[config.mk]
export PLATFORM = sky130hd
export DESIGN_NAME = kaon_fiber_tdc_select_unit
export DESIGN_NICKNAME = d
export VERILOG_FILES = /design/src/hw/rtl/kftdc_pkg.sv /design/src/hw/rtl/kaon_fiber_tdc_select_unit.sv /design/src/hw/rtl/kftdc_front.sv /design/src/hw/rtl/kftdc_queue.sv /design/src/hw/rtl/kftdc_back.sv
export SDC_FILE = /design/constraint.sdc
export NUM_CORES = 1
export LEC_CHECK = 0
export ABC_AREA = 1
export BUFFER_PORTS_ARGS = -buffer_cell sky130_fd_sc_hd__buf_2
export CORE_ASPECT_RATIO = 1.5
export CORE_MARGIN = 5
export CORE_UTILIZATION = 52
export DETAILED_ROUTE_END_ITERATION = 10
export PLACE_DENSITY = 0.8
export RECOVER_POWER = 50
export SLEW_MARGIN = 20
export SYNTH_ARGS = -nofsm -noshare
export SYNTH_HDL_FRONTEND = slang
export SYNTH_SLANG_ARGS = --single-unit
[constraint.sdc]
create_clock -name clk -period 11.45 [get_ports clk]
set_input_delay 0.5725 -clock clk [delete_from_list [all_inputs] [get_ports clk]]
set_output_delay 0.5725 -clock clk [all_outputs]
set_load 0.05 [all_outputs]
[src/hw/rtl/kftdc_pkg.sv]
package kftdc_pkg;

	localparam int NUM_FIBERS = 256;
	localparam int HIT_FIELDS = 6;
	localparam int HITS_PER_FIBER = 6;
	localparam int HITS_USED = (HITS_PER_FIBER < HIT_FIELDS) ? HITS_PER_FIBER : HIT_FIELDS;
	localparam int QUEUE_DEPTH = 2;

	localparam int ADC_W = 13;
	localparam int TDC_W = 12;
	localparam int FIB_W = 8;
	localparam int CFG_W = 13;
	localparam int CFG_ADDR_W = 3;
	localparam int IN_DATA_W = 104;
	localparam int OUT_DATA_W = 24;

	localparam logic [FIB_W-1:0] LAST_INDEX = FIB_W'(NUM_FIBERS - 1);
	localparam logic signed [ADC_W-1:0] NONE_LEVEL = -13'sd100;

	localparam logic [CFG_ADDR_W-1:0] REG_HIGH_GAIN_THR = 3'd0;
	localparam logic [CFG_ADDR_W-1:0] REG_LOW_GAIN_THR = 3'd1;
	localparam logic [CFG_ADDR_W-1:0] REG_WINDOW_MIN = 3'd2;
	localparam logic [CFG_ADDR_W-1:0] REG_WINDOW_MAX = 3'd3;
	localparam logic [CFG_ADDR_W-1:0] REG_AGREE_LIMIT = 3'd4;

	localparam logic [1:0] KIND_NONE = 2'd0;
	localparam logic [1:0] KIND_ONE = 2'd1;
	localparam logic [1:0] KIND_MANY = 2'd2;

	typedef struct packed {
		logic signed [ADC_W-1:0] high_gain_threshold;
		logic signed [ADC_W-1:0] low_gain_threshold;
		logic [TDC_W-1:0] window_min;
		logic [TDC_W-1:0] window_max;
		logic [TDC_W-1:0] agree_limit;
	} cfg_t;

	typedef struct packed {
		logic signed [ADC_W-1:0] adc_high;
		logic signed [ADC_W-1:0] adc_low;
		logic [TDC_W-1:0] kept;
		logic [FIB_W-1:0] fiber;
		logic has_hit;
		logic cand;
		logic ends;
	} item_t;

endpackage

[src/hw/rtl/kaon_fiber_tdc_select_unit.sv]
// Channel    Direction  Word                                       Side band
// s_axis     in         adc_high, adc_low, tdc_hit_0..tdc_hit_5    tlast = last_fiber
// m_axis     out        tdc_time, substitute_fiber                 tuser = case_kind
// cfg        in         register index and write data              none
//
// One fiber word is taken in every cycle while the result side keeps up.
// A fiber passes through the classification register, then the queue, where an event end
// waits for a free result slot, and then the running top-two update; an event end's
// totals go to a snapshot register and from there to the registered result.
// Reset clears the registers to their defaults and the event state; no clearing pass.
// A stalled result holds back the next event end and the fibers behind it, never the fibers before it.
module kaon_fiber_tdc_select_unit import kftdc_pkg::*; (
	input logic clk,
	input logic arst_n,
	input logic cfg_we,
	input logic [CFG_ADDR_W-1:0] cfg_addr,
	input logic [CFG_W-1:0] cfg_wdata,
	input logic s_axis_tvalid,
	output logic s_axis_tready,
	// adc_high[12:0], adc_low[25:13], tdc_hit_0..tdc_hit_5 12 bits each from bit 26, zero pad
	input logic [IN_DATA_W-1:0] s_axis_tdata,
	input logic s_axis_tlast,
	output logic m_axis_tvalid,
	input logic m_axis_tready,
	// tdc_time[12:0], substitute_fiber[21:13], zero pad
	output logic [OUT_DATA_W-1:0] m_axis_tdata,
	// case_kind[1:0]
	output logic [1:0] m_axis_tuser
);

	cfg_t cfg_q;
	logic push;
	item_t push_item;
	logic queue_full;
	logic pop;
	logic not_empty;
	item_t head;
	logic signed [ADC_W-1:0] tdc_time;
	logic signed [FIB_W:0] substitute_fiber;

	always_ff @(posedge clk or negedge arst_n) begin
		if (!arst_n) begin
			cfg_q.high_gain_threshold <= '0;
			cfg_q.low_gain_threshold <= '0;
			cfg_q.window_min <= '0;
			cfg_q.window_max <= 12'd4095;
			cfg_q.agree_limit <= 12'd3;
		end else if (cfg_we) begin
			unique case (cfg_addr)
				REG_HIGH_GAIN_THR: cfg_q.high_gain_threshold <= cfg_wdata[ADC_W-1:0];
				REG_LOW_GAIN_THR: cfg_q.low_gain_threshold <= cfg_wdata[ADC_W-1:0];
				REG_WINDOW_MIN: cfg_q.window_min <= cfg_wdata[TDC_W-1:0];
				REG_WINDOW_MAX: cfg_q.window_max <= cfg_wdata[TDC_W-1:0];
				REG_AGREE_LIMIT: cfg_q.agree_limit <= cfg_wdata[TDC_W-1:0];
				default: ;
			endcase
		end
	end

	kftdc_front u_front (
		.clk(clk),
		.arst_n(arst_n),
		.cfg(cfg_q),
		.in_valid(s_axis_tvalid),
		.in_ready(s_axis_tready),
		.in_data(s_axis_tdata),
		.in_last(s_axis_tlast),
		.push(push),
		.push_item(push_item),
		.queue_full(queue_full)
	);

	kftdc_queue u_queue (
		.clk(clk),
		.arst_n(arst_n),
		.push(push),
		.push_item(push_item),
		.full(queue_full),
		.pop(pop),
		.not_empty(not_empty),
		.head(head)
	);

	kftdc_back u_back (
		.clk(clk),
		.arst_n(arst_n),
		.cfg(cfg_q),
		.not_empty(not_empty),
		.head(head),
		.pop(pop),
		.out_valid(m_axis_tvalid),
		.out_ready(m_axis_tready),
		.tdc_time(tdc_time),
		.substitute_fiber(substitute_fiber),
		.case_kind(m_axis_tuser)
	);

	assign m_axis_tdata = {2'b00, substitute_fiber, tdc_time};

endmodule

[src/hw/rtl/kftdc_front.sv]
module kftdc_front import kftdc_pkg::*; (
	input logic clk,
	input logic arst_n,
	input cfg_t cfg,
	input logic in_valid,
	output logic in_ready,
	input logic [IN_DATA_W-1:0] in_data,
	input logic in_last,
	output logic push,
	output item_t push_item,
	input logic queue_full
);

	logic [FIB_W-1:0] idx_q;
	logic valid_s1;
	item_t item_s1;
	item_t item_c;
	logic accept;

	always_comb begin
		logic [TDC_W-1:0] t;
		item_c = '0;
		item_c.adc_high = in_data[ADC_W-1:0];
		item_c.adc_low = in_data[2*ADC_W-1:ADC_W];
		item_c.fiber = idx_q;
		for (int j = 0; j < HITS_USED; j++) begin
			t = in_data[2*ADC_W + j*TDC_W +: TDC_W];
			if (t >= cfg.window_min && t <= cfg.window_max) begin
				item_c.has_hit = 1'b1;
				item_c.kept = t;
			end
		end
		item_c.cand = item_c.has_hit && (item_c.adc_high > cfg.high_gain_threshold);
		item_c.ends = in_last || (idx_q == LAST_INDEX);
	end

	assign push = valid_s1 && !queue_full;
	assign push_item = item_s1;
	assign in_ready = !valid_s1 || !queue_full;
	assign accept = in_valid && in_ready;

	always_ff @(posedge clk or negedge arst_n) begin
		if (!arst_n) begin
			idx_q <= '0;
			valid_s1 <= 1'b0;
		end else begin
			if (accept) begin
				idx_q <= item_c.ends ? '0 : idx_q + 1'b1;
				valid_s1 <= 1'b1;
			end else if (push) begin
				valid_s1 <= 1'b0;
			end
		end
	end

	always_ff @(posedge clk) begin
		if (accept) begin
			item_s1 <= item_c;
		end
	end

endmodule

[src/hw/rtl/kftdc_queue.sv]
module kftdc_queue import kftdc_pkg::*; (
	input logic clk,
	input logic arst_n,
	input logic push,
	input item_t push_item,
	output logic full,
	input logic pop,
	output logic not_empty,
	output item_t head
);

	localparam int PTR_W = (QUEUE_DEPTH > 1) ? $clog2(QUEUE_DEPTH) : 1;
	localparam int CNT_W = $clog2(QUEUE_DEPTH + 1);

	item_t slots_q [QUEUE_DEPTH];
	logic [PTR_W-1:0] wr_q;
	logic [PTR_W-1:0] rd_q;
	logic [CNT_W-1:0] count_q;

	assign full = (count_q == CNT_W'(QUEUE_DEPTH));
	assign not_empty = (count_q != '0);
	assign head = slots_q[rd_q];

	function automatic logic [PTR_W-1:0] bump(input logic [PTR_W-1:0] p);
		return (p == PTR_W'(QUEUE_DEPTH - 1)) ? '0 : p + 1'b1;
	endfunction

	always_ff @(posedge clk or negedge arst_n) begin
		if (!arst_n) begin
			wr_q <= '0;
			rd_q <= '0;
			count_q <= '0;
		end else begin
			if (push) begin
				wr_q <= bump(wr_q);
			end
			if (pop) begin
				rd_q <= bump(rd_q);
			end
			if (push && !pop) begin
				count_q <= count_q + 1'b1;
			end else if (pop && !push) begin
				count_q <= count_q - 1'b1;
			end
		end
	end

	always_ff @(posedge clk) begin
		if (push) begin
			slots_q[wr_q] <= push_item;
		end
	end

endmodule

[src/hw/rtl/kftdc_back.sv]
module kftdc_back import kftdc_pkg::*; (
	input logic clk,
	input logic arst_n,
	input cfg_t cfg,
	input logic not_empty,
	input item_t head,
	output logic pop,
	output logic out_valid,
	input logic out_ready,
	output logic signed [ADC_W-1:0] tdc_time,
	output logic signed [FIB_W:0] substitute_fiber,
	output logic [1:0] case_kind
);

	typedef struct packed {
		logic [1:0] count;
		logic signed [ADC_W-1:0] t1_adc;
		logic [FIB_W-1:0] t1_fiber;
		logic [TDC_W-1:0] t1_tdc;
		logic signed [ADC_W-1:0] t2_adc;
		logic [FIB_W-1:0] t2_fiber;
		logic [TDC_W-1:0] t2_tdc;
		logic signed [ADC_W-1:0] fb_adc;
		logic [FIB_W-1:0] fb_fiber;
		logic [TDC_W-1:0] fb_tdc;
		logic fb_found;
	} acc_t;

	localparam acc_t ACC_CLEAR = '{
		count: '0, t1_adc: NONE_LEVEL, t1_fiber: '0, t1_tdc: '0,
		t2_adc: NONE_LEVEL, t2_fiber: '0, t2_tdc: '0,
		fb_adc: NONE_LEVEL, fb_fiber: '0, fb_tdc: '0, fb_found: 1'b0
	};

	acc_t acc_q;
	acc_t acc_next;
	acc_t snap_s1;
	logic snap_valid_s1;
	logic snap_move;
	logic snap_free;

	logic signed [ADC_W-1:0] time_c;
	logic signed [FIB_W:0] sub_c;

	always_comb begin
		acc_next = acc_q;
		if (head.cand) begin
			if (acc_q.count == 2'd0) begin
				acc_next.t1_adc = head.adc_low;
				acc_next.t1_fiber = head.fiber;
				acc_next.t1_tdc = head.kept;
			end else if (head.adc_low > NONE_LEVEL && head.adc_low > acc_q.t1_adc) begin
				acc_next.t2_adc = acc_q.t1_adc;
				acc_next.t2_fiber = acc_q.t1_fiber;
				acc_next.t2_tdc = acc_q.t1_tdc;
				acc_next.t1_adc = head.adc_low;
				acc_next.t1_fiber = head.fiber;
				acc_next.t1_tdc = head.kept;
			end else if (head.adc_low > NONE_LEVEL && head.adc_low > acc_q.t2_adc) begin
				acc_next.t2_adc = head.adc_low;
				acc_next.t2_fiber = head.fiber;
				acc_next.t2_tdc = head.kept;
			end
			if (acc_q.count != 2'd2) begin
				acc_next.count = acc_q.count + 1'b1;
			end
		end
		if (head.has_hit && head.adc_high > acc_q.fb_adc) begin
			acc_next.fb_adc = head.adc_high;
			acc_next.fb_fiber = head.fiber;
			acc_next.fb_tdc = head.kept;
			acc_next.fb_found = 1'b1;
		end
	end

	assign snap_move = snap_valid_s1 && (!out_valid || out_ready);
	assign snap_free = !snap_valid_s1 || snap_move;
	assign pop = not_empty && (!head.ends || snap_free);

	always_comb begin
		logic v1;
		logic v2;
		logic signed [ADC_W-1:0] m1;
		logic signed [ADC_W-1:0] m2;
		logic signed [ADC_W-1:0] t1;
		logic signed [ADC_W-1:0] t2;
		logic signed [ADC_W:0] diff;
		logic signed [ADC_W:0] sum;
		logic signed [ADC_W:0] half;
		logic [ADC_W:0] spread;
		v1 = snap_s1.t1_adc > NONE_LEVEL;
		v2 = v1 && (snap_s1.t2_adc > NONE_LEVEL);
		m1 = v1 ? snap_s1.t1_adc : NONE_LEVEL;
		m2 = v2 ? snap_s1.t2_adc : NONE_LEVEL;
		t1 = v1 ? $signed({1'b0, snap_s1.t1_tdc}) : -13'sd1;
		t2 = v2 ? $signed({1'b0, snap_s1.t2_tdc}) : -13'sd1;
		diff = (ADC_W+1)'(t1) - (ADC_W+1)'(t2);
		spread = diff[ADC_W] ? $unsigned(-diff) : $unsigned(diff);
		sum = (ADC_W+1)'(t1) + (ADC_W+1)'(t2);
		half = sum[ADC_W] ? ((sum + $signed((ADC_W+1)'(1))) >>> 1) : (sum >>> 1);
		time_c = -13'sd1;
		sub_c = -9'sd1;
		unique case (snap_s1.count)
			KIND_NONE: begin
				if (snap_s1.fb_found) begin
					time_c = $signed({1'b0, snap_s1.fb_tdc});
					sub_c = $signed({1'b0, snap_s1.fb_fiber});
				end
			end
			KIND_ONE: begin
				time_c = $signed({1'b0, snap_s1.t1_tdc});
				if (snap_s1.t1_adc < cfg.low_gain_threshold) begin
					sub_c = $signed({1'b0, snap_s1.t1_fiber});
				end
			end
			default: begin
				if (spread <= {2'b00, cfg.agree_limit}) begin
					time_c = half[ADC_W-1:0];
				end else if (m1 > m2) begin
					time_c = t1;
				end else if (m1 < m2) begin
					time_c = t2;
				end
				if (v1 && m1 < cfg.low_gain_threshold) begin
					sub_c = $signed({1'b0, snap_s1.t1_fiber});
				end
			end
		endcase
	end

	always_ff @(posedge clk or negedge arst_n) begin
		if (!arst_n) begin
			acc_q <= ACC_CLEAR;
			snap_valid_s1 <= 1'b0;
			out_valid <= 1'b0;
		end else begin
			if (pop) begin
				acc_q <= head.ends ? ACC_CLEAR : acc_next;
			end
			if (pop && head.ends) begin
				snap_valid_s1 <= 1'b1;
			end else if (snap_move) begin
				snap_valid_s1 <= 1'b0;
			end
			if (snap_move) begin
				out_valid <= 1'b1;
			end else if (out_ready) begin
				out_valid <= 1'b0;
			end
		end
	end

	always_ff @(posedge clk) begin
		if (pop && head.ends) begin
			snap_s1 <= acc_next;
		end
		if (snap_move) begin
			tdc_time <= time_c;
			substitute_fiber <= sub_c;
			case_kind <= snap_s1.count;
		end
	end

endmodule

# ---- After elaboration in Yosys (flattened, before gate mapping)
# Memory sizes are Yosys's and may differ from the RTL's.
# Cells that the tools add are included.
dict set report op_classes {
  magnitude_cmp 24
  reduce_logical 46
  mux 49
  eq_ne 8
  n_addsub 10
}
# operator n
set ops {}
lappend ops {{$mux 33} 5}
lappend ops {{$mux 13} 9}
lappend ops {{$mux 102} 1}
lappend ops {{$ge 12x12->1} 6}
lappend ops {{$le 12x12->1} 6}
lappend ops {{$mux 12} 6}
lappend ops {{$mux 68} 1}
lappend ops {{$gt 13x13->1} 5}
lappend ops {{$gt 13x8->1 const B} 3}
lappend ops {{$lt 13x13->1} 3}
lappend ops {{$mux 34} 1}
lappend ops {{$mux 9} 3}
lappend ops {{$pmux 13 s2} 1}
lappend ops {{$logic_and 1x1->1} 19}
lappend ops {{$pmux 9 s2} 1}
lappend ops {{$mux 1} 16}
lappend ops {{$add 13x13->14} 1}
lappend ops {{$add 14x2->14 const B} 1}
lappend ops {{$le 14x12->1} 1}
lappend ops {{$mux 14} 1}
lappend ops {{$neg 14->14} 1}
lappend ops {{$sub 13x13->14} 1}
lappend ops {{$reduce_and 2->1} 6}
lappend ops {{$reduce_bool 2->1} 6}
lappend ops {{17 further kinds} 33}
dict set report word_totals {
  ramBits 98
  out_inout_bits 28
  register_bits 325
  memories 1
}
# memory depth width rd rd_clocked_by_memory_dff wr line
set memory_table {}
lappend memory_table {u_queue.slots_q 2 49 1 0 1 kftdc_queue.sv:15} ;# item_t slots_q [QUEUE_DEPTH];

# ---- Longest topological paths before layout
dict set report logic_depth {
  depth_word 9
  mapped_depth 36
  ltp_nobuf 35
}

# ---- By module
# From an unflattened synthesis, not the netlist that was laid out.
dict set report hier_totals {
  hier_cells 3108
  area_unflattened_um2 26813.2
}
# mod seq_area_each_um2 cells_each area_each_um2 n_inst
set modules_own_cells {}
lappend modules_own_cells {kftdc_back 5589.1 1866 13900.8 1}
lappend modules_own_cells {kftdc_front 1696.6 779 6327.3 1}
lappend modules_own_cells {kftdc_queue 3042.9 178 3996.3 1}
lappend modules_own_cells {kaon_fiber_tdc_select_unit 1569.0 285 2588.7 1}

# ---- Worst setup path after synthesis
# No wires, ideal clock.
dict set report synth_timing {
  kind {flip-flop to flip-flop}
  from {register u_back.snap_s1[90] (netlist bit)}
  to {register u_back.tdc_time[6] (data pin)}
  period_less_slack_ns 4.448
  arrival_ns 4.195
  slack_ns 7.002
  n_path_buf 0
  stages_incl_launch_ff 31
  cell_sequence {edfxtp_1 nand3_1 o21ai_0 nand2_1 nand2_2 nand2_1 or2_2 ha_1 inv_1 fa_1 inv_1 ha_1 a21boi_0 nand3_1 nor2_2 nand3_1 nor2_1 nor2_1 xor2_1 ha_1 nand2_1 nor2_1 a211oi_1 nand2_1 nand3_1 nand2_1 nand2_1 a21boi_1 nand3_1 nand3_1 nand2_1}
}
dict set report synth_between {
  elab_chain_cells 9
}
# item line
set synth_rtl {}
lappend synth_rtl {{from (decl)} kftdc_back.sv:37} ;# acc_t snap_s1;
lappend synth_rtl {{from (signal assigned)} kftdc_back.sv:155} ;# snap_s1 <= acc_next;
lappend synth_rtl {{$gt 13x8->1} kftdc_back.sv:91} ;# v1 = snap_s1.t1_adc > NONE_LEVEL;
lappend synth_rtl {{$logic_and 1x1->1} kftdc_back.sv:92} ;# v2 = v1 && (snap_s1.t2_adc > NONE_LEVEL);
lappend synth_rtl {{$mux 13} kftdc_back.sv:96} ;# t2 = v2 ? $signed({1'b0, snap_s1.t2_tdc}) : -13'sd1;
lappend synth_rtl {{$sub 13x13->14} kftdc_back.sv:97} ;# diff = (ADC_W+1)'(t1) - (ADC_W+1)'(t2);
lappend synth_rtl {{$neg 14->14} kftdc_back.sv:98} ;# spread = diff[ADC_W] ? $unsigned(-diff) : $unsigned(diff);
lappend synth_rtl {{$mux 14} kftdc_back.sv:98}
lappend synth_rtl {{$le 14x12->1} kftdc_back.sv:117} ;# if (spread <= {2'b00, cfg.agree_limit}) begin
lappend synth_rtl {{$mux 13 *} kftdc_back.sv:117}
lappend synth_rtl {{$pmux 13 s2 *} kftdc_back.sv:103} ;# unique case (snap_s1.count)
lappend synth_rtl {{net u_back.time_c[6]} kftdc_back.sv:42} ;# logic signed [ADC_W-1:0] time_c;
lappend synth_rtl {{to (signal assigned)} kftdc_back.sv:158} ;# tdc_time <= time_c;
lappend synth_rtl {{to (decl)} kftdc_back.sv:10} ;# output logic signed [ADC_W-1:0] tdc_time,
# The timed path passes the listed nets; every way through them passes the cells marked *.
# A chain may end at the register's enable or synchronous reset.

# ---- Worst setup path in the final report
dict set report layout_timing {
  from {register u_back.snap_s1[90] (netlist bit)}
  to {register u_back.tdc_time[12] (data pin)}
}
# Same word-level chain as after synthesis.

==> results.txt <==
status: finished, violations left
failing checks: capacitance limit, slew limit
Final Max Slew Viols: 199
Final min period: 6190 ps
reg2reg start: u_back.snap_s1[90]$_DFFE_PP_
number of clock sinks: 423
CTS tree: yes
Top-Level Pins: 154
max cap viols: 4
Max Clk Rate: 162 MHz
Yosys cell types: 56
post_cts resized: 0
clock latency on the worst-skew pair: 560 ps
height of the die: 284 um
root buffer cell: clkbuf_16
vias in the first global route: 21400
global-route wire length before repair: 110 mm
DRC: 0
Post-Route Skew: 35.9 ps
Starting Density: 0.525
period utilization: 0.541
CP peak stage delay: 590 ps
average wire per standard cell: 17.8 um
Avg Inst Size Synth: 8.53 um2
Area Growth Syn to Fin: 9.90%
GRT Overall Usage: 0.252
ys async rst share: 0.404
hold path cells: 1
Synth Register Bits: 423
worst path arrival time: 6480 ps
full die area: 0.0548 mm2
port bufs: 145
Post-CTS Setup Bufs: 0
initial antenna violation count: 1
startpoint types: flop
HP Start: s_axis_tdata[25]
Post-Synthesis Cell Area: 0.0261 mm2
Post-DP HPWL: 50.5 mm
WL final: 68.7 mm
unrepaired setup endpoints after global routing: no
layout cells sized above 1: 0.0810
clock-pin slew on the worst setup and hold paths: 70 ps
cell mode on critical path: nand2_1
R2R cell count: 30
Critical Path Fanout Max: 23
setup TNS: 0 ps
routability cong.: 1.02
Setup Viol. Count Final: 0
worst hold path endpoint: u_front.push_item[35]$_DFFE_PP_
Hold WC Path Type: input port to flop
DRT antenna net count: 0
Setup CP Type: flop to flop
FILL cells: 4287
Die W: 193 um
final net count: 3568
Ys Warns: 0
sequential area share after synthesis: 0.456
Bufs on Longest Clock Path: 3
DRT Pass-1 Iters: 6
reg2reg end: u_back.tdc_time[12]$_DFFE_PP_
# rows: 100
initial DRC count: 1885
total grt overflow: 0
relative slew slack: -1.27
Most used DFF post-synth: edfxtp_1
total number of vias: 21700
Post-Layout Cell Count: 3860
internal reg-to-reg setup slack: 5260 ps
final hold violation count: 0
placed cells: 3785
Worst Path Required: 11740 ps
crit end category: flop
largest net degree at the start of global routing: 85
Post-Syn Instances: 3055
Least-Margin Pin Slew: 3400 ps
H-tree Lvls: 2
Num CTS Buffers: 39
mean number of vias per cell: 5.61
core area: 0.0497 mm2
Post-synth EDFFs: 252
slowest CP cell: a21boi_1
## layout by cell type, fill, tap and decap left out, drive strengths merged, types with 2 or more instances in the layout
cell	instances
xor2	20
o21bai	7
clkinv	13
nor2	197
clkbuf	106
mux2i	30
inv	410
buf	105
o21ai	234
a32oi	2
bufinv	7
a21oi	174
nor3b	2
o2111ai	5
o41ai	3
conb	2
edfxtp	252
a211oi	6
o211ai	5
xnor2	7
dfstp	41
a21o	2
nand3	160
o22ai	29
and2	3
nor3	25
or2	16
a21boi	6
nand4	70
ha	275
dfrtp	130
nand3b	6
o21a	15
o31ai	5
nand2	818
fa	2
## logic make-up after synthesis
| kind of cell | Yosys count | synth area share |
|---|---|---|
| XOR/XNOR | 27 | 0.00907 |
| AO/OA/AOI/OAI | 497 | 0.105 |
| AND/OR/NAND/NOR | 1298 | 0.208 |
| buffers and inverters | 502 | 0.0767 |
| multiplexers | 30 | 0.0115 |
| flip-flops | 423 | 0.456 |
| other | 1 | 0.000144 |
| adder cells (fa/ha/maj) | 277 | 0.134 |
## worst max-delay path: cells and delay by family (launching register included)
family	cells	cell delay, ps
flops	1	390
simple gates	19	2880
xor+xnor	1	160
buf+inv	2	220
fa+ha+maj	4	1110
compound gates	4	1160
## layer usage
layer,vias up,share of wire,GRT usage
li1,10500,-,-
met1,10100,0.37,0.296
met2,880,0.50,0.443
met3,273,0.057,0.0286
met4,0,0.068,0.140
met5,-,0,0
## how the worst max path moves through the flow
stage | end | from | cells past startpoint | slack (ps)
2_1_floorplan | u_back.tdc_time[6]$_DFFE_PP_ | u_back.snap_s1[90]$_DFFE_PP_ | 30 | 7000
3_3_place_gp | u_back.tdc_time[12]$_DFFE_PP_ | u_back.snap_s1[90]$_DFFE_PP_ | 30 | 5450
3_5_place_dp | u_back.tdc_time[12]$_DFFE_PP_ | u_back.snap_s1[90]$_DFFE_PP_ | 30 | 5370
4_1_cts | u_back.tdc_time[12]$_DFFE_PP_ | u_back.snap_s1[90]$_DFFE_PP_ | 30 | 5310
5_1_grt | cfg_q[10]$_DFFE_PN0P_ | arst_n | 4 | 4660
6_report | u_back.tdc_time[12]$_DFFE_PP_ | u_back.snap_s1[90]$_DFFE_PP_ | 30 | 5260
## registers in the layout (all words and copies together), names as in the netlist
| name | cells |
|---|---|
| cfg_q | 62 |
| u_back.snap_s1 | 81 |
| u_queue.count_q | 2 |
| u_back.substitute_fiber | 9 |
| u_back.acc_q | 94 |
| u_back.snap_valid_s1 | 1 |
| u_back.case_kind | 2 |
| u_queue.slots_q | 98 |
| u_front.push_item | 49 |
| u_queue.wr_q | 1 |
| u_front.valid_s1 | 1 |
| u_back.tdc_time | 13 |
| u_queue.rd_q | 1 |
| u_back.out_valid | 1 |
| u_front.idx_q | 8 |
## layout make-up
cell class / instances / area (um2) / area share
clock buffer: 48 / 1040 / 0.0363
timing repair buffer: 164 / 787 / 0.0275
sequential: 423 / 11900 / 0.415
clock inverter: 24 / 353 / 0.0123
multi-input combinational: 2131 / 12200 / 0.426
antenna: 1 / 2.50 / 0.0000873
tap: 663 / 830 / 0.0290
inverter: 406 / 1530 / 0.0533
## timing repair
action                                  4_1_cts  5_1_grt
endpoints found under the setup margin        0        0
endpoints found under the hold margin        35        0
hold buffers                                  1        0
## cell usage after synthesis, types with 6 or more instances
cell	instances	area, um2
nand2_1	808	3030
inv_1	400	1500
ha_1	275	3440
edfxtp_1	252	7570
nor2_1	194	728
o21ai_0	194	971
a21oi_1	171	856
nand3_1	156	781
dfrtp_1	130	3250
nand4_1	70	438
clkbuf_1	47	176
dfstp_2	41	1080
o21ai_1	34	170
mux2i_1	30	300
o22ai_1	28	175
nor3_1	25	125
buf_2	24	120
xor2_1	20	175
o21a_1	15	113
or2_2	11	68.8
buf_4	10	75.1
nand2_2	9	56.3
buf_1	8	30.0
o21bai_1	7	52.6
xnor2_1	7	61.3
a211oi_1	6	45.0
buf_6	6	67.6
nand3b_1	6	45.0
o21ai_2	6	52.6
## through the flow
step	cell area (um2)	hold slack [ps]	worst slack, ps	util
2_1_floorplan	26100	277	7000	-
3_3_place_gp	27300	422	5450	0.550
3_5_place_dp	27300	429	5370	0.550
4_1_cts	28700	178	5310	0.578
5_1_grt	28700	190	4660	0.577
6_report	28700	193	5260	0.577
Power is left out: the tool's default activity adds up to more than one toggle a clock period on the data nets, which glitch-free logic cannot reach.
